**config.mk**
```make
export PLATFORM = sky130hd
export DESIGN_NAME = bytecode_type_stack_verifier_top
export DESIGN_NICKNAME = d
export VERILOG_FILES = /design/src/rtl/core/tsv_pkg.sv /design/src/rtl/core/tsv_ram.sv /design/src/rtl/core/tsv_step.sv /design/src/rtl/core/bytecode_type_stack_verifier_top.sv
export SDC_FILE = /design/constraint.sdc
export NUM_CORES = 2
export LEC_CHECK = 0
export ABC_AREA = 1
export BUFFER_PORTS_ARGS = -buffer_cell sky130_fd_sc_hd__buf_2
export CORE_ASPECT_RATIO = 0.75
export CORE_MARGIN = 3
export CORE_UTILIZATION = 50
export CTS_CLUSTER_DIAMETER = 60
export CTS_CLUSTER_SIZE = 24
export DETAILED_ROUTE_END_ITERATION = 8
export PLACE_DENSITY = 0.74
export RECOVER_POWER = 25
export SLEW_MARGIN = 20
export SYNTH_ARGS = -nofsm -noshare
export SYNTH_HDL_FRONTEND = slang
export SYNTH_SLANG_ARGS = --single-unit
```
**constraint.sdc**
```tcl
create_clock -name clk -period 6.1 [get_ports clk]
set_input_delay 0.61 -clock clk [delete_from_list [all_inputs] [get_ports clk]]
set_output_delay 0.61 -clock clk [all_outputs]
set_load 0.005 [all_outputs]
```
**src/rtl/core/tsv_pkg.sv**
```systemverilog
`default_nettype none
// Shared types and constants for the type stack verifier
package tsv_pkg;

	// Op codes; codes 13 to 15 are invalid
	typedef enum logic [3:0] {
		OP_NOP     = 4'd0,
		OP_END     = 4'd1,
		OP_I8      = 4'd2,
		OP_I16     = 4'd3,
		OP_I32     = 4'd4,
		OP_PTR     = 4'd5,
		OP_I64     = 4'd6,
		OP_ADDR    = 4'd7,
		OP_DBADDR  = 4'd8,
		OP_LD      = 4'd9,
		OP_STR     = 4'd10,
		OP_SYS     = 4'd11,
		OP_BUILTIN = 4'd12
	} opcode_t;

	// Status codes reported with each result
	typedef enum logic [2:0] {
		ST_OK          = 3'd0,
		ST_BAD_OPCODE  = 3'd1,
		ST_TOO_LARGE   = 3'd2,
		ST_RANGE       = 3'd3,
		ST_UNDERFLOW   = 3'd4,
		ST_BAD_SYS     = 3'd5,
		ST_BAD_BUILTIN = 3'd6,
		ST_NO_MEM      = 3'd7
	} status_t;

	localparam logic [2:0]  KIND_PTR      = 3'd3;
	localparam logic [2:0]  KIND_VOID     = 3'd5;
	localparam logic [63:0] OPERAND_LIMIT = 64'hFFFF_FFFF;
	localparam logic [63:0] SYS_COUNT     = 64'd3;
	localparam logic [63:0] SYS_EXIT      = 64'd0;
	localparam logic [63:0] BUILTIN_COUNT = 64'd4;

	// Items each op needs on the stack
	localparam logic [1:0]  NEED_LD       = 2'd1;
	localparam logic [1:0]  NEED_STR      = 2'd2;
	localparam logic [1:0]  NEED_EXIT     = 2'd1;
	localparam logic [1:0]  NEED_RW       = 2'd3;

	// One stack entry: element kind and element count
	typedef struct packed {
		logic [2:0]  kind;
		logic [31:0] count;
	} slot_t;

	localparam int SLOT_W = $bits(slot_t);

	// Control from the op decoder to the state registers
	typedef struct packed {
		logic       set_err;
		status_t    err_code;
		logic [1:0] err_exp;
		logic       underflow;
		logic       wr_en;
		logic       top_from_mem;
		slot_t      new_top;
	} step_ctl_t;

endpackage
`default_nettype wire

```
**src/rtl/core/tsv_ram.sv**
```systemverilog
`default_nettype none
// Generic single write, single read RAM with registered read data
module tsv_ram #(
	parameter int WIDTH = 35,
	parameter int DEPTH = 64
) (
	input  wire logic                     clk,
	input  wire logic                     wr_en,
	input  wire logic [$clog2(DEPTH)-1:0] wr_addr,
	input  wire logic [WIDTH-1:0]         wr_data,
	input  wire logic [$clog2(DEPTH)-1:0] rd_addr,
	output      logic [WIDTH-1:0]         rd_data
);

	logic [WIDTH-1:0] mem_q [DEPTH];

	always_ff @(posedge clk) begin
		if (wr_en) begin
			mem_q[wr_addr] <= wr_data;
		end
		rd_data <= mem_q[rd_addr];
	end

endmodule
`default_nettype wire

```
**src/rtl/core/tsv_step.sv**
```systemverilog
`default_nettype none
// Decodes one op against the current depth and works out the stack update
module tsv_step
	import tsv_pkg::*;
#(
	parameter int STACK_DEPTH = 64,
	parameter int DEPTH_W     = 7
) (
	input  wire logic               valid,
	input  wire logic [3:0]         opcode,
	input  wire logic [63:0]        operand,
	input  wire logic [2:0]         load_kind,
	input  wire logic [31:0]        load_count,
	input  wire logic [DEPTH_W-1:0] depth,
	input  wire status_t            sticky,
	input  wire logic [15:0]        db_count,
	output      step_ctl_t          ctl,
	output      logic [DEPTH_W-1:0] depth_next
);

	logic       do_push;
	logic [2:0] push_kind;
	logic       full;
	logic       too_large;
	logic [2:0] ld_kind;

	assign full      = (depth == DEPTH_W'(STACK_DEPTH));
	assign too_large = (operand >= OPERAND_LIMIT);
	assign ld_kind   = (load_kind > KIND_VOID) ? KIND_VOID : load_kind;

	always_comb begin
		ctl          = '0;
		ctl.err_code = ST_OK;
		depth_next   = depth;
		do_push      = 1'b0;
		push_kind    = KIND_PTR;

		if (valid && sticky == ST_OK) begin
			unique case (opcode)
				OP_NOP: begin
				end
				OP_END: begin
					depth_next = '0;
				end
				OP_I8, OP_I16, OP_I32, OP_PTR, OP_I64: begin
					do_push   = 1'b1;
					push_kind = 3'(opcode - 4'(OP_I8));
				end
				OP_ADDR: begin
					// index zero always passes the range check, else it must lie below the depth
					if (too_large) begin
						ctl.set_err  = 1'b1;
						ctl.err_code = ST_TOO_LARGE;
					end else if (operand != '0 && operand >= 64'(depth)) begin
						ctl.set_err  = 1'b1;
						ctl.err_code = ST_RANGE;
					end else begin
						do_push = 1'b1;
					end
				end
				OP_DBADDR: begin
					if (too_large) begin
						ctl.set_err  = 1'b1;
						ctl.err_code = ST_TOO_LARGE;
					end else if (operand >= 64'(db_count)) begin
						ctl.set_err  = 1'b1;
						ctl.err_code = ST_RANGE;
					end else begin
						do_push = 1'b1;
					end
				end
				OP_LD: begin
					if (depth < DEPTH_W'(NEED_LD)) begin
						ctl.set_err   = 1'b1;
						ctl.err_code  = ST_UNDERFLOW;
						ctl.err_exp   = NEED_LD;
						ctl.underflow = 1'b1;
					end else begin
						ctl.wr_en   = 1'b1;
						ctl.new_top = '{kind: ld_kind, count: load_count};
					end
				end
				OP_STR: begin
					if (depth < DEPTH_W'(NEED_STR)) begin
						ctl.set_err   = 1'b1;
						ctl.err_code  = ST_UNDERFLOW;
						ctl.err_exp   = NEED_STR;
						ctl.underflow = 1'b1;
					end else begin
						depth_next       = depth - DEPTH_W'(NEED_STR);
						ctl.top_from_mem = 1'b1;
					end
				end
				OP_SYS: begin
					// id check comes before the depth check
					if (operand >= SYS_COUNT) begin
						ctl.set_err  = 1'b1;
						ctl.err_code = ST_BAD_SYS;
					end else if (operand == SYS_EXIT) begin
						if (depth < DEPTH_W'(NEED_EXIT)) begin
							ctl.set_err   = 1'b1;
							ctl.err_code  = ST_UNDERFLOW;
							ctl.err_exp   = NEED_EXIT;
							ctl.underflow = 1'b1;
						end else begin
							depth_next = '0;
						end
					end else begin
						// write and read: three items become one ptr
						if (depth < DEPTH_W'(NEED_RW)) begin
							ctl.set_err   = 1'b1;
							ctl.err_code  = ST_UNDERFLOW;
							ctl.err_exp   = NEED_RW;
							ctl.underflow = 1'b1;
						end else begin
							depth_next  = depth - DEPTH_W'(NEED_RW) + DEPTH_W'(1);
							ctl.wr_en   = 1'b1;
							ctl.new_top = '{kind: KIND_PTR, count: 32'd1};
						end
					end
				end
				OP_BUILTIN: begin
					if (operand >= BUILTIN_COUNT) begin
						ctl.set_err  = 1'b1;
						ctl.err_code = ST_BAD_BUILTIN;
					end else begin
						do_push = 1'b1;
					end
				end
				default: begin
					ctl.set_err  = 1'b1;
					ctl.err_code = ST_BAD_OPCODE;
				end
			endcase

			// common push path
			if (do_push) begin
				if (full) begin
					ctl.set_err  = 1'b1;
					ctl.err_code = ST_NO_MEM;
				end else begin
					depth_next  = depth + DEPTH_W'(1);
					ctl.wr_en   = 1'b1;
					ctl.new_top = '{kind: push_kind, count: 32'd1};
				end
			end
		end
	end

endmodule
`default_nettype wire

```
**src/rtl/core/bytecode_type_stack_verifier_top.sv**
```systemverilog
`default_nettype none
// Type stack verifier for the bytecode of one procedure. Ops are issued with
// start and are taken in every cycle (busy never rises); each op gives one
// result word via the input and result registers, shown for one cycle with
// done, and the receiver cannot stall it. Throughput is one op per clock, set
// by the top-of-stack register and a RAM read port that keeps the entry two
// below the top prefetched, so a pop of two finds its new top ready. The first
// error is sticky: later ops are ignored and the error is repeated until reset.
// The user must write data_block_count over the cfg channel only while no op is
// in flight (not enforced here); no clearing pass is needed after reset.
module bytecode_type_stack_verifier_top
	import tsv_pkg::*;
#(
	parameter int STACK_DEPTH = 64
) (
	input  wire logic                               clk,
	input  wire logic                               arst_n,
	input  wire logic                               start,
	output      logic                               busy,
	input  wire logic [3:0]                         opcode,
	input  wire logic [63:0]                        operand,
	input  wire logic [2:0]                         load_kind,
	input  wire logic [31:0]                        load_count,
	input  wire logic                               cfg_valid,
	output      logic                               cfg_ready,
	input  wire logic [15:0]                        cfg_data,
	output      logic                               done,
	output      logic [2:0]                         status,
	output      logic [1:0]                         expected_depth,
	output      logic [$clog2(STACK_DEPTH+1)-1:0]   actual_depth,
	output      logic [$clog2(STACK_DEPTH+1)-1:0]   depth_after,
	output      logic [2:0]                         top_kind,
	output      logic [31:0]                        top_count
);

	localparam int DEPTH_W = $clog2(STACK_DEPTH + 1);
	localparam int ADDR_W  = $clog2(STACK_DEPTH);

	// input register
	logic               valid_s1;
	logic [3:0]         opcode_s1;
	logic [63:0]        operand_s1;
	logic [2:0]         load_kind_s1;
	logic [31:0]        load_count_s1;

	// verifier state
	logic [DEPTH_W-1:0] depth_q;
	status_t            sticky_q;
	logic [1:0]         sticky_exp_q;
	logic [DEPTH_W-1:0] sticky_act_q;
	slot_t              top_q;
	logic [15:0]        db_count_q;

	step_ctl_t          ctl;
	logic [DEPTH_W-1:0] depth_next;
	status_t            sticky_next;
	logic [1:0]         exp_next;
	logic [DEPTH_W-1:0] act_next;
	slot_t              top_next;
	logic [DEPTH_W-1:0] rd_ptr;
	logic [DEPTH_W-1:0] wr_ptr;
	logic [SLOT_W-1:0]  rd_word;

	assign busy      = 1'b0;
	assign cfg_ready = 1'b1;

	// capture the op word
	always_ff @(posedge clk or negedge arst_n) begin
		if (!arst_n) begin
			valid_s1 <= 1'b0;
		end else begin
			valid_s1 <= start && !busy;
		end
	end

	always_ff @(posedge clk) begin
		if (start && !busy) begin
			opcode_s1     <= opcode;
			operand_s1    <= operand;
			load_kind_s1  <= load_kind;
			load_count_s1 <= load_count;
		end
	end

	// configuration register
	always_ff @(posedge clk or negedge arst_n) begin
		if (!arst_n) begin
			db_count_q <= '0;
		end else if (cfg_valid && cfg_ready) begin
			db_count_q <= cfg_data;
		end
	end

	tsv_step #(
		.STACK_DEPTH(STACK_DEPTH),
		.DEPTH_W    (DEPTH_W)
	) u_step (
		.valid     (valid_s1),
		.opcode    (opcode_s1),
		.operand   (operand_s1),
		.load_kind (load_kind_s1),
		.load_count(load_count_s1),
		.depth     (depth_q),
		.sticky    (sticky_q),
		.db_count  (db_count_q),
		.ctl       (ctl),
		.depth_next(depth_next)
	);

	// stack body; the read port always holds the entry two below the top
	assign wr_ptr = depth_next - DEPTH_W'(1);
	assign rd_ptr = depth_next - DEPTH_W'(3);

	tsv_ram #(
		.WIDTH(SLOT_W),
		.DEPTH(STACK_DEPTH)
	) u_ram (
		.clk    (clk),
		.wr_en  (ctl.wr_en),
		.wr_addr(wr_ptr[ADDR_W-1:0]),
		.wr_data(ctl.new_top),
		.rd_addr(rd_ptr[ADDR_W-1:0]),
		.rd_data(rd_word)
	);

	// next top, error and result values
	always_comb begin
		priority if (ctl.wr_en) begin
			top_next = ctl.new_top;
		end else if (ctl.top_from_mem) begin
			top_next = slot_t'(rd_word);
		end else begin
			top_next = top_q;
		end
	end

	assign sticky_next = ctl.set_err ? ctl.err_code : sticky_q;
	assign exp_next    = ctl.set_err ? ctl.err_exp : sticky_exp_q;
	assign act_next    = ctl.set_err ? (ctl.underflow ? depth_q : '0) : sticky_act_q;

	// state update
	always_ff @(posedge clk or negedge arst_n) begin
		if (!arst_n) begin
			depth_q      <= '0;
			sticky_q     <= ST_OK;
			sticky_exp_q <= '0;
			sticky_act_q <= '0;
		end else begin
			depth_q      <= depth_next;
			sticky_q     <= sticky_next;
			sticky_exp_q <= exp_next;
			sticky_act_q <= act_next;
		end
	end

	always_ff @(posedge clk) begin
		top_q <= top_next;
	end

	// result register
	always_ff @(posedge clk or negedge arst_n) begin
		if (!arst_n) begin
			done <= 1'b0;
		end else begin
			done <= valid_s1;
		end
	end

	always_ff @(posedge clk) begin
		if (valid_s1) begin
			status         <= sticky_next;
			expected_depth <= exp_next;
			actual_depth   <= act_next;
			depth_after    <= depth_next;
			top_kind       <= (depth_next != '0) ? top_next.kind : '0;
			top_count      <= (depth_next != '0) ? top_next.count : '0;
		end
	end

`ifndef SYNTHESIS
	a_depth_bound: assert property (@(posedge clk) disable iff (!arst_n)
		depth_q <= DEPTH_W'(STACK_DEPTH))
		else $error("stack depth beyond capacity");

	a_sticky_freeze: assert property (@(posedge clk) disable iff (!arst_n)
		sticky_q != ST_OK |=> $stable(depth_q) && $stable(sticky_q))
		else $error("state changed after a sticky error");

	a_no_write_on_error: assert property (@(posedge clk) disable iff (!arst_n)
		ctl.wr_en |-> sticky_q == ST_OK && !ctl.set_err)
		else $error("stack write together with an error");

	a_done_follows_op: assert property (@(posedge clk) disable iff (!arst_n)
		valid_s1 |=> done)
		else $error("op word without a result");

	a_underflow_fields: assert property (@(posedge clk) disable iff (!arst_n)
		done && status != ST_UNDERFLOW |-> expected_depth == '0 && actual_depth == '0)
		else $error("depth fields set without underflow");
`endif

endmodule
`default_nettype wire
```
* Yosys cells after proc, flatten, opt, wreduce, memory -nomap -nowiden
Memory sizes are Yosys's and may differ from the RTL's. A register that Yosys moved wholly into a read port is not among the register bits.
Cells that the tools add are included.
** Operators by class
- Add/sub/neg operators :: 7
- Multiply operators :: 0
- Div/mod/pow operators :: 0
- Magnitude comparators :: 9
- Equal/unequal tests :: 13
- Shifts and indexed selects :: 0
- Muxes and demuxes :: 57
- Bitwise gates (word level) :: 0
- Reductions and logical operators :: 9
** Operators by type and width (number)
- $mux W35 :: 7
- $mux W7 :: 14
- $pmux W35 S2 :: 1
- $ge A64 B16 Y1 :: 1
- $ge A64 B2 Y1 const B :: 1
- $ge A64 B3 Y1 const B :: 1
- $ge A64 B32 Y1 const B :: 1
- $ge A64 B7 Y1 :: 1
- $logic_not A64 Y1 :: 1
- $reduce_bool A64 Y1 :: 1
- $mux W44 :: 1
- $mux W4 :: 9
- $mux W34 :: 1
- $pmux W4 S7 :: 1
- $pmux W7 S3 :: 1
- $eq A4 B4 Y1 const B :: 5
- $eq A4 B3 Y1 const B :: 4
- $mux W1 :: 15
- $add A7 B1 Y7 const B :: 2
- $lt A7 B2 Y1 const B :: 2
- $sub A7 B2 Y7 const B :: 2
- $mux W3 :: 3
- $pmux W3 S3 :: 1
- $eq A4 B2 Y1 const B :: 2
- other kinds (16) :: 17
** Word-level totals
- Flip-flop bits (word level) :: 229
- Latch bits :: 0
- Bits in writable memories :: 2240
- ROM bits :: 0
- Bits of input ports :: 123
- Output and inout bits :: 57
- Word-level logic and storage cells :: 115
- Memories kept :: 1
** Memories
- u_ram.mem_q :: depth 64, width 35, read ports 1, clocked after memory_dff 1, write ports 1, line tsv_ram.sv:15 : logic [WIDTH-1:0] mem_q [DEPTH];

* Logic depth before layout (Yosys ltp)
- Depth in word-level cells :: 10
- Mapped depth :: 31

* Hierarchy
A second synthesis with hierarchy kept.
** Second synthesis, totals
- Cell total of the unflattened synthesis :: 8486
- Area, all modules :: 101571.2 µm²
** By module, submodules not included
- tsv_ram :: instances 1, cells an instance 7407, area an instance 90921.0 µm²
- bytecode_type_stack_verifier_top :: instances 1, cells an instance 581, area an instance 8147.8 µm²
- tsv_step :: instances 1, cells an instance 498, area an instance 2502.4 µm²

* Worst setup path before layout
OpenSTA, ideal clock, no wires.
- Kind :: register -> register
- Start point :: register valid_s1
- End point :: memory u_ram.mem_q[0][0] (enable)
- Setup time :: 0.427 ns
- Data arrival time :: 5.445 ns
- Setup slack :: 0.228 ns
- Cell stages (with the launch flop) :: 17
- Period minus slack after synthesis :: 5.872 ns
- Path through :: dfrtp_1 nand4_1 clkbuf_1 nor2_1 nand2_2 nand2_2 inv_2 buf_2 buf_2 ha_1 clkbuf_1 inv_2 clkbuf_1 clkbuf_1 nor2_1 nand2_1 nor2_1
** RTL lines
- start, declared :: line bytecode_type_stack_verifier_top.sv:40 : logic valid_s1;
- start signal, assigned :: line bytecode_type_stack_verifier_top.sv:72 : valid_s1 <= start && !busy;
- $logic_and A1 B1 Y1 :: line tsv_step.sv:38 : if (valid && sticky == ST_OK) begin
- $mux W7 :: line tsv_step.sv:38
- named net depth_next[0] :: line bytecode_type_stack_verifier_top.sv:55 : logic [DEPTH_W-1:0] depth_next;
- $sub A6 B1 Y6 :: line bytecode_type_stack_verifier_top.sv:111 : assign wr_ptr = depth_next - DEPTH_W'(1);
- end, declared :: line tsv_ram.sv:15
The timed path passes the listed nets, and every way through them passes these cells.

* Worst setup path after layout
- Start point :: register operand_s1[30]
- End point :: memory u_ram.mem_q[3][3] (enable)
** RTL lines
- start, declared :: line bytecode_type_stack_verifier_top.sv:42 : logic [63:0] operand_s1;
- start signal, assigned :: line bytecode_type_stack_verifier_top.sv:79 : operand_s1 <= operand;
- $ge A64 B7 Y1 or $reduce_bool A64 Y1 (tied branches) :: line tsv_step.sv:54 : end else if (operand != '0 && operand >= 64'(depth)) begin
- $logic_and A1 B1 Y1 :: line tsv_step.sv:54
- $mux W1 :: line tsv_step.sv:54
- $mux W1 :: line tsv_step.sv:51 : if (too_large) begin
- $pmux W1 S4 :: line tsv_step.sv:39 : unique case (opcode)
- $mux W1 :: line tsv_step.sv:38
- $mux W7 * :: line tsv_step.sv:137 : if (do_push) begin
- $mux W7 * :: line tsv_step.sv:38
- named net depth_next[1] :: line bytecode_type_stack_verifier_top.sv:55
- $sub A6 B1 Y6 * :: line bytecode_type_stack_verifier_top.sv:111
Mark *: on every way through the listed nets, which the timed path passes. The rest lies on a longest branch. The select of a mux whose other input is x is not followed.

==> key figures <==
Logic synthesis
  • Post-synthesis sequential area ratio: 68.6%
  • Synth Area in XOR/XNOR: 0.162%
  • #FFs+latches synth: 2504
  • Yosys warning count: 0
  • Ys async rst share: 1.48%
  • Post-Synth Adder-Cell Area: 0.370%
  • Main combinational cell family by area after synthesis: simple AND/OR/NAND/NOR gates
  • Compound-Gate Fraction of Synth Area: 1.67%
  • Area contributors post-synth: edfxtp_1, nand3_1, nand2_1
  • Post-Syn Area: 108000 µm²
  • Mapped Nets: 9849
  • Post-Synth Simple-Gate Area: 21.6%
  • Post-synth EDFFs: 2397
  • Post-synth top area share: 66.5%
  • Mux cell area share after synthesis: 0.0208%
  • Cell count after synthesis: 9694
  • Synth unique cells: 55
  • Synth Flop Type: edfxtp_1
  • Synth Area per Inst: 11.2 µm²
  • Cell taking the most area after synthesis: edfxtp_1

Placed design
  • Post-Place Setup Slack: 697 ps
  • Estimated wirelength of the detail-placed design: 167000 µm
  • Placed insts: 12331
  • Final GP Congestion: 0.893
  • Port bufs: 177

Setup path
  • Critical path buffer and inverter count: 4
  • Crit path max-delay family: simple AND/OR/NAND/NOR gates
  • CP required: 6620 ps
  • CP max FO: 9
  • Most frequent cell on the critical path: nand2_1
  • R2r setup slk: 360 ps
  • CP Cell Sequence: nor2_1, nand2_1, nor2_1, nand2_1, nor2_1, nand2_1, nand2_1, nand2_1, inv_1, nand2_1, nor2_1, nor2_1, nand2_1, nand3_1, nand2_1, inv_1, clkbuf_1, nor2_4, nand2_2, xnor2_2, nor2_1, nand2_2, nor2_4, buf_4
  • CP max stage delay: 610 ps
  • Startpoint types: register
  • Crit. End Element: register
  • Worst path slowest cell: nor2_1
  • CP arrival: 6260 ps
  • WS Path Type: register to register

STA
  • Max-Slew Margin vs Limit: -139%
  • Final Max Tran Viols: 926
  • FMAX: 0.174 GHz
  • Final min period: 5740 ps
  • Setup ws final: 356 ps
  • Final hold violation count: 0
  • Final setup fails: 0
  • Worst-Margin Slew: 3590 ps
  • RSZ-0062 raised after global routing: no
  • Skew final: 48.5 ps
  • Final period util: 94.2%
  • Final TNS setup: 0 ps

GRT
  • Met3 GRT Util: 8.91%
  • Gr busiest metal: met2
  • Routing usage on met2: 38.4%
  • Largest net degree at the start of global routing: 212
  • First-pass GRT wire length: 442000 µm
  • Met1 Use GR: 37.3%
  • Total gr overflow: 0
  • Antenna violations before repair: 20
  • Vias in the first global route: 70189
  • GRT Total Usage: 26.1%

Route
  • Vias: 73621
  • Starting DRT DRC Count: 10285
  • Post-DRT Antenna Nets: 0
  • DRC violations left: 0
  • Routed wire per std cell: 23.5 µm
  • Via-per-instance ratio: 5.80
  • Final wirelength: 298000 µm
  • DRT Pass-1 Iters: 7

Cells and area
  • Commonest non-fill, non-tap cell in the layout: edfxtp_1
  • Non-filler instance count after layout: 12699
  • Ratio of cells with drive above 1 in the final layout: 6.97%
  • Most frequent cells in the layout: edfxtp_1, nand3_1, nand2_1, inv_1, nand3b_1
  • Final core utilization: 55.4%
  • Layout area overhead: 9.85%
  • Final nets: 9919

Clock network
  • CTS Buffer Depth: 4
  • TritonCTS buffer count: 143
  • Sink Count: 2504
  • Clock transition at path regs: 80 ps
  • Post-CTS resize count: 0
  • CTS H-Tree Depth: 4
  • Worst skew pair latency: 850 ps
  • TritonCTS clock tree: built
  • Root Driver: clkbuf_16

Run
  • MaxCap Viol Count: 16

Pwr
  • Psw: 0.0268 W
  • Lkg Pwr: 46.2 nW
  • Total internal power: 0.0316 W
  • Clock share of power: 17.7%
  • Combinational Power Share: 48.5%
  • Maximum vdd ir drop: 1.04 mV
  • Sequential power share: 33.8%
  • PD cells: 491 nW/µm²
  • Sw Share: 45.8%

Floorplanning
  • Starting Density: 50.4%
  • Row count: 147
  • Die Y: 409 µm
  • Die area: 222000 µm²
  • Die width: 543 µm
  • CORE AREA: 215000 µm²
  • # IOs: 180

Min path
  • Worst hold-check path type: input port to register

Run status
  • Failing checks: capacitance limit, slew limit
  • Status: finished, violations left
-- path summary, 6_finish.rpt --
| path | startpoint | endpoint | cells past startpoint |
|---|---|---|---|
| worst max-delay path | operand_s1[30] | u_ram.mem_q[3][3] | 24 |
| worst min-delay path | cfg_data[10] | db_count_q[10] | 3 |
| worst max register to register | operand_s1[30] | u_ram.mem_q[3][3] | 24 |
| worst min register to register | sticky_act_q[6] | sticky_act_q[6] | 2 |
| max in group asynchronous | arst_n | valid_s1 | 2 |
| min in group asynchronous | arst_n | db_count_q[7] | 2 |
-- stage by stage --
stage          cell area (µm²)  power, W  hold WS (ps)
5_1_grt                 119000    0.0611          56.2
2_1_floorplan           108000    0.0368           314
3_5_place_dp            114000    0.0473           478
3_3_place_gp            114000    0.0469           460
4_1_cts                 119000    0.0575          15.2
6_report                119000    0.0584          80.4
-- kinds of logic after synthesis --
kind of cell	after synthesis
other	2
XOR/XNOR	14
AND/OR/NAND/NOR	4735
buffers and inverters	2070
multiplexers	2
AO/OA/AOI/OAI	335
flip-flops	2504
adder cells (fa/ha/maj)	32
-- Yosys cell counts, types with 33 or more instances --
library cell  count
edfxtp_1       2397
nand3_1        2023
nand2_1        1693
inv_1          1459
nand3b_1        735
clkbuf_1        260
buf_2           248
o21ai_0         238
nor2_1          191
dfxtp_1          70
buf_1            63
dfrtp_1          37
o22ai_1          33
-- worst min-delay path: stages --
cell and delay, ps:
buf_2 80, nand2_1 50, o21ai_0 100
-- registers in the layout (all words and copies together), names as in the netlist, 4 cells and up --
register and cells:
db_count_q 16, top_count 32, u_ram.rd_data 35, depth_after 7, u_ram.mem_q 2240, depth_q 7
opcode_s1 4, sticky_act_q 7, operand_s1 64, actual_depth 7, load_count_s1 32, top_q 35
-- timing repair --
item	in CTS	in global routing
setup buffers	0	0
endpoints found under the hold margin	155	0
hold buffers	119	0
-- power by group through the flow --
stage,Sequential [W],Clock (W),Combinational (W)
6_report,0.0197,0.0104,0.0283
3_5_place_dp,0.0201,0,0.0272
4_1_cts,0.0197,0.0105,0.0274
2_1_floorplan,0.0198,0,0.0170
5_1_grt,0.0198,0.0111,0.0303
3_3_place_gp,0.0201,0,0.0268
-- area by class of cell --
| cell class | count | area [µm²] |
|---|---|---|
| tap | 2831 | 3540 |
| clock inverter | 42 | 464 |
| fill | 17231 | 95700 |
| sequential | 2504 | 74300 |
| multi-input combinational | 5120 | 26600 |
| antenna | 16 | 40.0 |
| timing repair buffer | 522 | 4550 |
| inverter | 1473 | 5540 |
| clock buffer | 191 | 3890 |
-- layer usage --
layer	up-vias	wire [µm]
met5	-	57
li1	33016	-
met3	521	42900
met2	4506	128000
met1	35568	119000
met4	10	7720
Power figures use the tool's default switching activity.
